**src/hdl/fbru_pkg.sv**
```systemverilog
`timescale 1ns / 1ps
`default_nettype none
package fbru_pkg;

    typedef struct packed {
        logic [11:0] channel;
        logic [15:0] position;
        logic [15:0] src_value;
        logic [15:0] bias_value;
    } t_req;

    typedef struct packed {
        logic [15:0] dst_value;
        logic [28:0] src_addr;
        logic [27:0] dst_addr;
    } t_rsp;

    localparam logic [2:0] CFG_ACT_MODE    = 3'd0;
    localparam logic [2:0] CFG_BIAS_ENABLE = 3'd1;
    localparam logic [2:0] CFG_BLOCK_SIZE  = 3'd2;
    localparam logic [2:0] CFG_CHAN_STRIDE = 3'd3;
    localparam logic [2:0] CFG_BLOCK_PITCH = 3'd4;

    localparam logic [1:0] ACT_NONE  = 2'd0;
    localparam logic [1:0] ACT_RELU  = 2'd1;
    localparam logic [1:0] ACT_RELU6 = 2'd2;

    localparam logic [12:0] MAX_CHANNELS  = 13'd4096;
    localparam logic [16:0] MAX_POSITIONS = 17'd65536;

    localparam logic [15:0] H_QNAN = 16'h7E00;
    localparam logic [15:0] H_SIX  = 16'h4600;
    localparam logic [16:0] H_INF  = 17'h07C00;

    // Reciprocal rounded up, in units of 2^-16, for the divide by block size.
    function automatic logic [16:0] recip(input logic [3:0] bs);
        logic [16:0] r;
        unique case (bs)
            4'd1:    r = 17'd65536;
            4'd2:    r = 17'd32768;
            4'd3:    r = 17'd21846;
            4'd4:    r = 17'd16384;
            4'd5:    r = 17'd13108;
            4'd6:    r = 17'd10923;
            4'd7:    r = 17'd9363;
            4'd8:    r = 17'd8192;
            4'd9:    r = 17'd7282;
            4'd10:   r = 17'd6554;
            4'd11:   r = 17'd5958;
            4'd12:   r = 17'd5462;
            4'd13:   r = 17'd5042;
            4'd14:   r = 17'd4682;
            4'd15:   r = 17'd4370;
            default: r = 17'd0;
        endcase
        return r;
    endfunction

endpackage
`default_nettype wire

```
**src/hdl/fp16_bias_relu_layout_unpack.sv**
```systemverilog
`timescale 1ns / 1ps
`default_nettype none
// A request accepted with start passes the stage 1, 2 and 3 registers and then the output
// register before its result is on the result ports, where the receiver takes it.
// Throughput: one request per cycle; busy is never raised since the pipeline has no stall.
// The four stages are operand swap, alignment and add, normalization, then rounding.
// The receiver cannot stall; each result is shown for one cycle with o_strobe.
// Reset clears the stage valid bits and loads the configuration defaults.
module fp16_bias_relu_layout_unpack (
    input  wire logic               i_clk,
    input  wire logic               i_rst_n,
    input  wire logic               start,
    output logic                    busy,
    input  wire fbru_pkg::t_req     i_req,
    output logic                    o_strobe,
    output fbru_pkg::t_rsp          o_rsp,
    input  wire logic               i_cfg_we,
    input  wire logic [2:0]         i_cfg_idx,
    input  wire logic [16:0]        i_cfg_data
);

    logic [1:0]  r_act_mode;
    logic        r_bias_enable;
    logic [3:0]  r_block_size;
    logic [12:0] r_chan_stride;
    logic [16:0] r_block_pitch;

    always_ff @(posedge i_clk) begin
        if (!i_rst_n) begin
            r_act_mode    <= fbru_pkg::ACT_NONE;
            r_bias_enable <= 1'b1;
            r_block_size  <= 4'd8;
            r_chan_stride <= 13'd4096;
            r_block_pitch <= 17'd65536;
        end else if (i_cfg_we) begin
            unique case (i_cfg_idx)
                fbru_pkg::CFG_ACT_MODE:    r_act_mode    <= i_cfg_data[1:0];
                fbru_pkg::CFG_BIAS_ENABLE: r_bias_enable <= i_cfg_data[0];
                fbru_pkg::CFG_BLOCK_SIZE:  r_block_size  <= i_cfg_data[3:0];
                fbru_pkg::CFG_CHAN_STRIDE: r_chan_stride <= i_cfg_data[12:0];
                fbru_pkg::CFG_BLOCK_PITCH: r_block_pitch <= i_cfg_data;
                default: begin
                end
            endcase
        end
    end

    assign busy = 1'b0;

    logic accept;
    assign accept = start && !busy;

    // Stage 1: classify, order by magnitude, divide channel by block size.
    logic        n_s1_v;
    logic        n_s1_spec;
    logic [15:0] n_s1_spec_val;
    logic        n_s1_swap;
    logic [15:0] n_s1_big;
    logic [15:0] n_s1_sml;
    logic [4:0]  n_s1_eb;
    logic [4:0]  n_s1_es;
    logic        nan_a;
    logic        nan_b;
    logic        inf_a;
    logic        inf_b;
    logic [28:0] n_s1_prod;

    always_comb begin
        nan_a = (&i_req.src_value[14:10]) && (|i_req.src_value[9:0]);
        nan_b = (&i_req.bias_value[14:10]) && (|i_req.bias_value[9:0]);
        inf_a = (i_req.src_value[14:0] == 15'h7C00);
        inf_b = (i_req.bias_value[14:0] == 15'h7C00);
        n_s1_v = accept && (r_block_size != 4'd0)
                 && ({1'b0, i_req.channel} < fbru_pkg::MAX_CHANNELS)
                 && ({1'b0, i_req.position} < fbru_pkg::MAX_POSITIONS);
        n_s1_spec     = 1'b1;
        n_s1_spec_val = i_req.src_value;
        priority if (!r_bias_enable) begin
            n_s1_spec_val = i_req.src_value;
        end else if (nan_a) begin
            n_s1_spec_val = i_req.src_value | 16'h0200;
        end else if (nan_b) begin
            n_s1_spec_val = i_req.bias_value | 16'h0200;
        end else if (inf_a && inf_b) begin
            n_s1_spec_val = (i_req.src_value[15] != i_req.bias_value[15]) ?
                            fbru_pkg::H_QNAN : i_req.src_value;
        end else if (inf_a) begin
            n_s1_spec_val = i_req.src_value;
        end else if (inf_b) begin
            n_s1_spec_val = i_req.bias_value;
        end else begin
            n_s1_spec = 1'b0;
        end
        n_s1_swap = i_req.bias_value[14:0] > i_req.src_value[14:0];
        n_s1_big  = n_s1_swap ? i_req.bias_value : i_req.src_value;
        n_s1_sml  = n_s1_swap ? i_req.src_value : i_req.bias_value;
        n_s1_eb   = (n_s1_big[14:10] == 5'd0) ? 5'd1 : n_s1_big[14:10];
        n_s1_es   = (n_s1_sml[14:10] == 5'd0) ? 5'd1 : n_s1_sml[14:10];
        n_s1_prod = 29'(i_req.channel) * 29'(fbru_pkg::recip(r_block_size));
    end

    logic        r_s1_v;
    logic        r_s1_spec;
    logic [15:0] r_s1_spec_val;
    logic        r_s1_sign;
    logic        r_s1_sub;
    logic        r_s1_zsign;
    logic [10:0] r_s1_mb;
    logic [10:0] r_s1_ms;
    logic [4:0]  r_s1_e;
    logic [4:0]  r_s1_d;
    logic [11:0] r_s1_q;
    logic [11:0] r_s1_ch;
    logic [15:0] r_s1_pos;

    always_ff @(posedge i_clk) begin
        if (!i_rst_n) begin
            r_s1_v <= 1'b0;
        end else begin
            r_s1_v <= n_s1_v;
        end
        r_s1_spec     <= n_s1_spec;
        r_s1_spec_val <= n_s1_spec_val;
        r_s1_sign     <= n_s1_big[15];
        r_s1_sub      <= n_s1_big[15] ^ n_s1_sml[15];
        r_s1_zsign    <= n_s1_big[15] & n_s1_sml[15];
        r_s1_mb       <= {|n_s1_big[14:10], n_s1_big[9:0]};
        r_s1_ms       <= {|n_s1_sml[14:10], n_s1_sml[9:0]};
        r_s1_e        <= n_s1_eb;
        r_s1_d        <= n_s1_eb - n_s1_es;
        r_s1_q        <= n_s1_prod[27:16];
        r_s1_ch       <= i_req.channel;
        r_s1_pos      <= i_req.position;
    end

    // Stage 2: align the smaller operand and add.
    logic [13:0] n_s2_ext;
    logic [13:0] n_s2_shf;
    logic        n_s2_sticky;
    logic [14:0] n_s2_sum;
    logic [15:0] n_s2_qb;

    always_comb begin
        n_s2_ext    = {r_s1_ms, 3'b000};
        n_s2_shf    = n_s2_ext >> r_s1_d;
        n_s2_sticky = |(n_s2_ext & ~(14'h3FFF << r_s1_d));
        n_s2_shf[0] = n_s2_shf[0] | n_s2_sticky;
        if (r_s1_sub) begin
            n_s2_sum = {1'b0, r_s1_mb, 3'b000} - {1'b0, n_s2_shf};
        end else begin
            n_s2_sum = {1'b0, r_s1_mb, 3'b000} + {1'b0, n_s2_shf};
        end
        n_s2_qb = 16'(r_s1_q) * 16'(r_block_size);
    end

    logic        r_s2_v;
    logic        r_s2_spec;
    logic [15:0] r_s2_spec_val;
    logic        r_s2_sign;
    logic        r_s2_zsign;
    logic [14:0] r_s2_sum;
    logic [4:0]  r_s2_e;
    logic [11:0] r_s2_qb;
    logic [11:0] r_s2_ch;
    logic [15:0] r_s2_pos;

    always_ff @(posedge i_clk) begin
        if (!i_rst_n) begin
            r_s2_v <= 1'b0;
        end else begin
            r_s2_v <= r_s1_v;
        end
        r_s2_spec     <= r_s1_spec;
        r_s2_spec_val <= r_s1_spec_val;
        r_s2_sign     <= r_s1_sign;
        r_s2_zsign    <= r_s1_zsign;
        r_s2_sum      <= n_s2_sum;
        r_s2_e        <= r_s1_e;
        r_s2_qb       <= n_s2_qb[11:0];
        r_s2_ch       <= r_s1_ch;
        r_s2_pos      <= r_s1_pos;
    end

    // Stage 3: normalize, and form the address products.
    logic [3:0]  n_s3_lz;
    logic [4:0]  n_s3_lim;
    logic [3:0]  n_s3_sh;
    logic [13:0] n_s3_n;
    logic [5:0]  n_s3_e;

    always_comb begin
        n_s3_lz = 4'd14;
        for (int i = 0; i < 14; i++) begin
            if (r_s2_sum[i]) begin
                n_s3_lz = 4'(13 - i);
            end
        end
        n_s3_lim = r_s2_e - 5'd1;
        n_s3_sh  = ({1'b0, n_s3_lz} > n_s3_lim) ? n_s3_lim[3:0] : n_s3_lz;
        if (r_s2_sum[14]) begin
            n_s3_n = {r_s2_sum[14:2], r_s2_sum[1] | r_s2_sum[0]};
            n_s3_e = {1'b0, r_s2_e} + 6'd1;
        end else begin
            n_s3_n = r_s2_sum[13:0] << n_s3_sh;
            n_s3_e = {1'b0, r_s2_e} - 6'(n_s3_sh);
        end
    end

    logic        r_s3_v;
    logic        r_s3_spec;
    logic [15:0] r_s3_spec_val;
    logic        r_s3_sign;
    logic        r_s3_zero;
    logic        r_s3_zsign;
    logic [13:0] r_s3_n;
    logic [5:0]  r_s3_e;
    logic [28:0] r_s3_m1;
    logic [19:0] r_s3_m2;
    logic [3:0]  r_s3_rem;
    logic [27:0] r_s3_dm;
    logic [11:0] r_s3_ch;

    always_ff @(posedge i_clk) begin
        if (!i_rst_n) begin
            r_s3_v <= 1'b0;
        end else begin
            r_s3_v <= r_s2_v;
        end
        r_s3_spec     <= r_s2_spec;
        r_s3_spec_val <= r_s2_spec_val;
        r_s3_sign     <= r_s2_sign;
        r_s3_zero     <= (r_s2_sum == 15'd0);
        r_s3_zsign    <= r_s2_zsign;
        r_s3_n        <= n_s3_n;
        r_s3_e        <= n_s3_e;
        r_s3_m1       <= 29'(r_s2_qb) * 29'(r_block_pitch);
        r_s3_m2       <= 20'(r_s2_pos) * 20'(r_block_size);
        r_s3_rem      <= 4'(r_s2_ch - r_s2_qb);
        r_s3_dm       <= 28'(r_s2_pos) * 28'(r_chan_stride);
        r_s3_ch       <= r_s2_ch;
    end

    // Stage 4: round, saturate, activation and address sums.
    logic        n_s4_up;
    logic [16:0] n_s4_bits;
    logic [15:0] n_s4_v;

    always_comb begin
        n_s4_up   = r_s3_n[2] && ((|r_s3_n[1:0]) || r_s3_n[3]);
        n_s4_bits = {r_s3_e[4:0] - 5'd1, 10'd0} + 17'(r_s3_n[13:3]) + 17'(n_s4_up);
        if (n_s4_bits >= fbru_pkg::H_INF) begin
            n_s4_bits = fbru_pkg::H_INF;
        end
        priority if (r_s3_spec) begin
            n_s4_v = r_s3_spec_val;
        end else if (r_s3_zero) begin
            n_s4_v = {r_s3_zsign, 15'd0};
        end else begin
            n_s4_v = {r_s3_sign, n_s4_bits[14:0]};
        end
        if (!((&n_s4_v[14:10]) && (|n_s4_v[9:0]))) begin
            if ((r_act_mode == fbru_pkg::ACT_RELU || r_act_mode == fbru_pkg::ACT_RELU6)
                && n_s4_v[15] && (n_s4_v[14:0] != 15'd0)) begin
                n_s4_v = 16'd0;
            end
            if (r_act_mode == fbru_pkg::ACT_RELU6 && !n_s4_v[15]
                && n_s4_v > fbru_pkg::H_SIX) begin
                n_s4_v = fbru_pkg::H_SIX;
            end
        end
    end

    always_ff @(posedge i_clk) begin
        if (!i_rst_n) begin
            o_strobe <= 1'b0;
        end else begin
            o_strobe <= r_s3_v;
        end
        o_rsp.dst_value <= n_s4_v;
        o_rsp.src_addr  <= r_s3_m1 + 29'(r_s3_m2) + 29'(r_s3_rem);
        o_rsp.dst_addr  <= r_s3_dm + 28'(r_s3_ch);
    end

`ifndef SYNTHESIS
    a_no_result_zero_block: assert property (@(posedge i_clk) disable iff (!i_rst_n)
        (accept && r_block_size == 4'd0) |-> ##4 !o_strobe)
        else $error("result produced for zero block size");

    a_result_follows: assert property (@(posedge i_clk) disable iff (!i_rst_n)
        (accept && r_block_size != 4'd0) |-> ##4 o_strobe)
        else $error("accepted request produced no result");

    a_strobe_source: assert property (@(posedge i_clk) disable iff (!i_rst_n)
        o_strobe |-> $past(r_s3_v))
        else $error("strobe without a request in the last stage");
`endif

endmodule
`default_nettype wire
```
**config.mk**
```make
export PLATFORM = sky130hd
export DESIGN_NAME = fp16_bias_relu_layout_unpack
export DESIGN_NICKNAME = d
export VERILOG_FILES = /design/src/hdl/fbru_pkg.sv /design/src/hdl/fp16_bias_relu_layout_unpack.sv
export SDC_FILE = /design/constraint.sdc
export NUM_CORES = 2
export LEC_CHECK = 0
export ABC_AREA = 1
export BUFFER_PORTS_ARGS = -buffer_cell sky130_fd_sc_hd__buf_2
export CAP_MARGIN = 20
export CORE_MARGIN = 2
export CORE_UTILIZATION = 35
export DETAILED_ROUTE_END_ITERATION = 10
export SLEW_MARGIN = 20
export SYNTH_ARGS = -nofsm -noshare
export SYNTH_HDL_FRONTEND = slang
export SYNTH_SLANG_ARGS = --single-unit
export TNS_END_PERCENT = 10
```
**constraint.sdc**
```tcl
create_clock -name i_clk -period 11.2 [get_ports i_clk]
set_input_delay 2.24 -clock i_clk [delete_from_list [all_inputs] [get_ports i_clk]]
set_output_delay 2.24 -clock i_clk [all_outputs]
set_load 0.02 [all_outputs]
```
# == After elaboration in Yosys (flattened, before gate mapping) ==
# Memories as Yosys holds them, arrays and structs flattened. A register that Yosys moved wholly into a read port is not among the register bits.
# Index checks and enable logic that the tools add are counted.
# classes
shifts,3
muxes,39
reduce_logical,35
bitwise_logic,7
n_addsub,13
multipliers,5
n_eq_ne,9
n_lt_le_gt_ge,4
# ops
op,n
$mux 16,15
$mux 4,16
$eq 15x15->1 const B,2
$mux 15,2
$reduce_or 10->1,3
$add 29x20->29,1
$add 29x4->29,1
$mul 12x17->29,1
$add 28x12->28,1
$mul 12x17->28,1
$mul 16x13->28,1
$mul 16x4->20,1
$add 16x1->17,1
$ge 17x15->1 const B,1
$add 15x11->16,1
$gt 16x15->1 const B,1
$add 14x14->15,1
$gt 15x15->1,1
$logic_not 15->1,1
$mux 5,3
$reduce_and 5->1,3
$reduce_bool 15->1,1
$reduce_or 5->1,3
$sub 14x14->15,1
34 further kinds,52
# totals
romBits,272
regBits,417
output_inout_bits,75
inputBits,84
n_memories,1
word_cells,162
# memory_table
name,words,width,read_ports,rd_ports_with_merged_regs,write_ports,line_no,text
(name not given),16,17,1,1,0,fbru_pkg.sv:38,unique case (bs)

# == Longest topological paths before layout ==
# depth
depth_word,18
mapped_depth,29
depth_no_buf,29

# == Worst setup path before layout ==
# OpenSTA, ideal clock, no wires.
# synth_timing
kind,input to register
start,input port i_req[51] (netlist name)
end,register r_s1_q[8]
setup_time_ns,0.072
path_slack_ns,4.459
path_stages,20
arrival_time_ns,6.669
path_buffers,2
t_required_ns,11.128
cell_sequence,clkbuf_1 -> clkbuf_1 -> nand2_1 -> fa_1 -> fa_1 -> inv_1 -> fa_1 -> inv_1 -> fa_1 -> inv_1 -> fa_1 -> ha_1 -> a21oi_1 -> o21ai_0 -> a21oi_1 -> nand2_1 -> a31oi_1 -> nor2_1 -> nor2_1 -> xor2_1
# synth_between
elab_chain_len,1
# synth_rtl
item,line_no,text
start: declaration,fp16_bias_relu_layout_unpack.sv:14,"input wire fbru_pkg::t_req i_req,"
$mul 12x17->28,fp16_bias_relu_layout_unpack.sv:99,n_s1_prod = 29'(i_req.channel) * 29'(fbru_pkg::recip(r_block_size));
named net n_s1_prod[24],fp16_bias_relu_layout_unpack.sv:66,logic [28:0] n_s1_prod;
end signal: assignment,fp16_bias_relu_layout_unpack.sv:131,r_s1_q <= n_s1_prod[27:16];
end: declaration,fp16_bias_relu_layout_unpack.sv:112,logic [11:0] r_s1_q;
# The timed path passes the listed nets, and every way through them passes these cells.
# A chain may end at the register's enable or synchronous reset.

# == Final worst setup path ==
# layout_timing
start,input port i_req[51] (netlist name)
end,register r_s1_q[9]
# Same word-level chain as after synthesis.

==> results.ini <==
[layout]
layout_common_cells=nand2_1, inv_1, fa_1
stdcell_count=6347
drive_gt1_share_pct=6.324
nets=5764
area_growth_pct=10.10
final_common_cell=nand2_1
fill_cells=11200

[floorplan]
rows=121
dieWidth_um=336.0
io_pins=159
fp.dieArea_um2=112900
core_um2=109200
die_h_um=336.0
initial_core_util_pct=35.34

[placed_design]
port_buffers=157
post-dp-hpwl_mm=78.33
place.gp.congestion=0.8949
dp.cells=6248

[setup_path]
arrival_ns=6.90
start_kind=input pin
worstPathMaxFanout=18
endpoint_kind=register
worstSetupPathType=input pin to register
cp.required_ns=11.72
critPathLaunch=i_req[51]
rr_startpoint=r_s2_qb[3]

[power_and_ir_drop]
ir_drop_mv=0.1233
pwr-share-clk_pct=25.8
swShare_pct=42.93
power_density_nw_per_um2=169.8
intPower_uw=4116
seqPwrFrac_pct=31.7
p_comb_share_pct=42.6
power.total_uw=7213
leakagePower_uw=0.02239
power_switching_uw=3097

[cts]
htreeDepth=2
cts_root_buf=clkbuf_16
cts_buffers=52
clk_latency_ns=0.64
cts.clk_slew.worst_paths_ns=0.06
hold_buffers=0
cts.sinks=434
cts_resized=0
cts_setup_buffers=0
cts_tree=yes
clk_path_buf_depth=3

[timing]
rsz0062_at_grt=no
tns_ns=0
setup_viol_count_final=0
tightest_slew_ns=1.088
max_freq_mhz=156.8
fin_crit_sh_pct=56.95
clock_skew_ns=0.01747
max-slew-margin-rel_pct=26.93
hold_violations=0
maxSlewViolCount=0
period_needed_ns=6.379
fin_hold_ws_ns=0.3168

[route]
via_per_inst=4.673
drc_errors=0
routed_wl_mm=98.44
ant_nets=0
wl_per_cell_um=15.51
vias=29662
dr.pass1.iters=6
drtIter0Drc=1720

[yosys]
ys_warn_count=0
netlist_area_um2=38570
async_reset_ff_share_pct=0
ys_seq_area_share_pct=22.52
netlist_instances=4793
synth_edf_count=0
synthFlopType=dfxtp_1
ys_types=62
ys_ff_latch=434
postSynthAreaPerCell_um2=8.048
syn_nets=5731

[global_routing]
grt_max_degree=47
grt_usage_pct=17.72
grt.met1_usage_pct=24.12
use_met2_pct=28.47
grt_overflow=0
busiest_layer=met2
grt_pass1_wl_mm=159.4
grt_pass1_vias=30213
met3_usage_pct=3.731
antenna_found_initial=7

[status]
status=complete, no violations

[min_path]
min_from=r_s1_pos[1]
hold_class=register to register

[job]
maxCapViolCount=0

[area by class of cell]
type / instances / area [µm²] / share of cell area, %
antenna: 1 / 2.502 / 0.005892
clock buffer: 58 / 1374 / 3.235
multi-input combinational: 3153 / 25330 / 59.64
sequential: 434 / 8688 / 20.46
clock inverter: 40 / 536.8 / 1.264
tap: 1476 / 1847 / 4.348
inverter: 1015 / 3810 / 8.971
timing repair buffer: 170 / 883.3 / 2.080
[cell families after synthesis]
family	share of synthesized area, %
xor+xnor	4.064
mux	0.05514
compound gates	6.844
simple gates	17.14
fa+ha+maj	37.55
other cells	0.009722
buf+inv	11.81
flops	22.52
[registers in the layout, summed over array words and instances (netlist names), 13 cells and up, named ones only]
register / count
r_block_pitch: 17
r_s2_spec_val: 16
r_s3_m2: 20
r_s3_spec_val: 16
r_s3_n: 14
o_rsp: 73
r_s3_dm: 28
r_s2_pos: 16
r_s2_sum: 15
r_s1_spec_val: 16
r_s1_pos: 16
r_s3_m1: 29
r_chan_stride: 13
[cell usage after synthesis, drive strengths merged, types with 3 or more instances]
library cell	count	area share, %
a22oi	3	0.071
xnor2	70	1.6
ha	348	11
a211oi	3	0.058
or2	7	0.11
a21o	6	0.12
nand4	25	0.41
o221ai	10	0.23
inv	1011	9.8
o31ai	4	0.078
nand3b	5	0.097
o21a	8	0.16
a31oi	15	0.24
o21bai	12	0.26
xor2	109	2.5
nor3	20	0.27
o211ai	4	0.078
nor2	209	2.1
nor4	11	0.21
clkinv	4	0.039
a21oi	203	2.6
nand3	139	1.8
fa	506	26
dfxtp	434	23
a21boi	9	0.18
buf	18	0.25
o311ai	4	0.091
nand2	1220	12
clkbuf	173	1.7
o22ai	15	0.24
o21ai	173	2.3
[critical path: stages]
cell and delay (ns):
buf_2 0.30, nand2_1 0.13, fa_1 0.58, inv_1 0.06
fa_1 0.40, fa_1 0.47, fa_1 0.56, fa_1 0.41
ha_1 0.32, nand4_1 0.10, o221ai_1 0.40, a21oi_1 0.14
o21ai_1 0.34, nand2_1 0.09, nand2_1 0.11, a21oi_1 0.09
xnor2_1 0.12
[through the flow]
stage | instance area (µm²) | worst slack, ns | utilization, %
floorplan | 38570 | 4.459 | -
global placement | 40560 | 4.276 | 37.15
detailed placement | 40560 | 4.214 | 37.15
CTS | 42470 | 4.920 | 38.90
global route | 42470 | 4.563 | 38.90
finish | 42470 | 4.821 | 38.91
[routing by layer]
layer | up-vias | share of wire (%)
met5 | - | 0.028
met4 | 6 | 2.4
met3 | 138 | 6.8
met2 | 803 | 45
met1 | 14218 | 46
li1 | 14497 | -
[final timing paths]
kind,slack (ns),cells past startpoint,endpoint
setup / recovery,4.82,17,r_s1_q[9]
hold / removal,0.32,0,r_s2_pos[1]
setup reg to reg,5.29,17,r_s3_m1[27]
hold reg to reg,0.32,0,r_s2_pos[1]
[power by group through the flow]
stage	logic [µW]	registers [µW]	clock network, µW
floorplan	2240	2210	0
global placement	3040	2320	0
detailed placement	3070	2320	0
CTS	3090	2290	1920
global route	3500	2330	1980
finish	3070	2280	1860
Note: power is estimated with default switching activity, not from simulation.
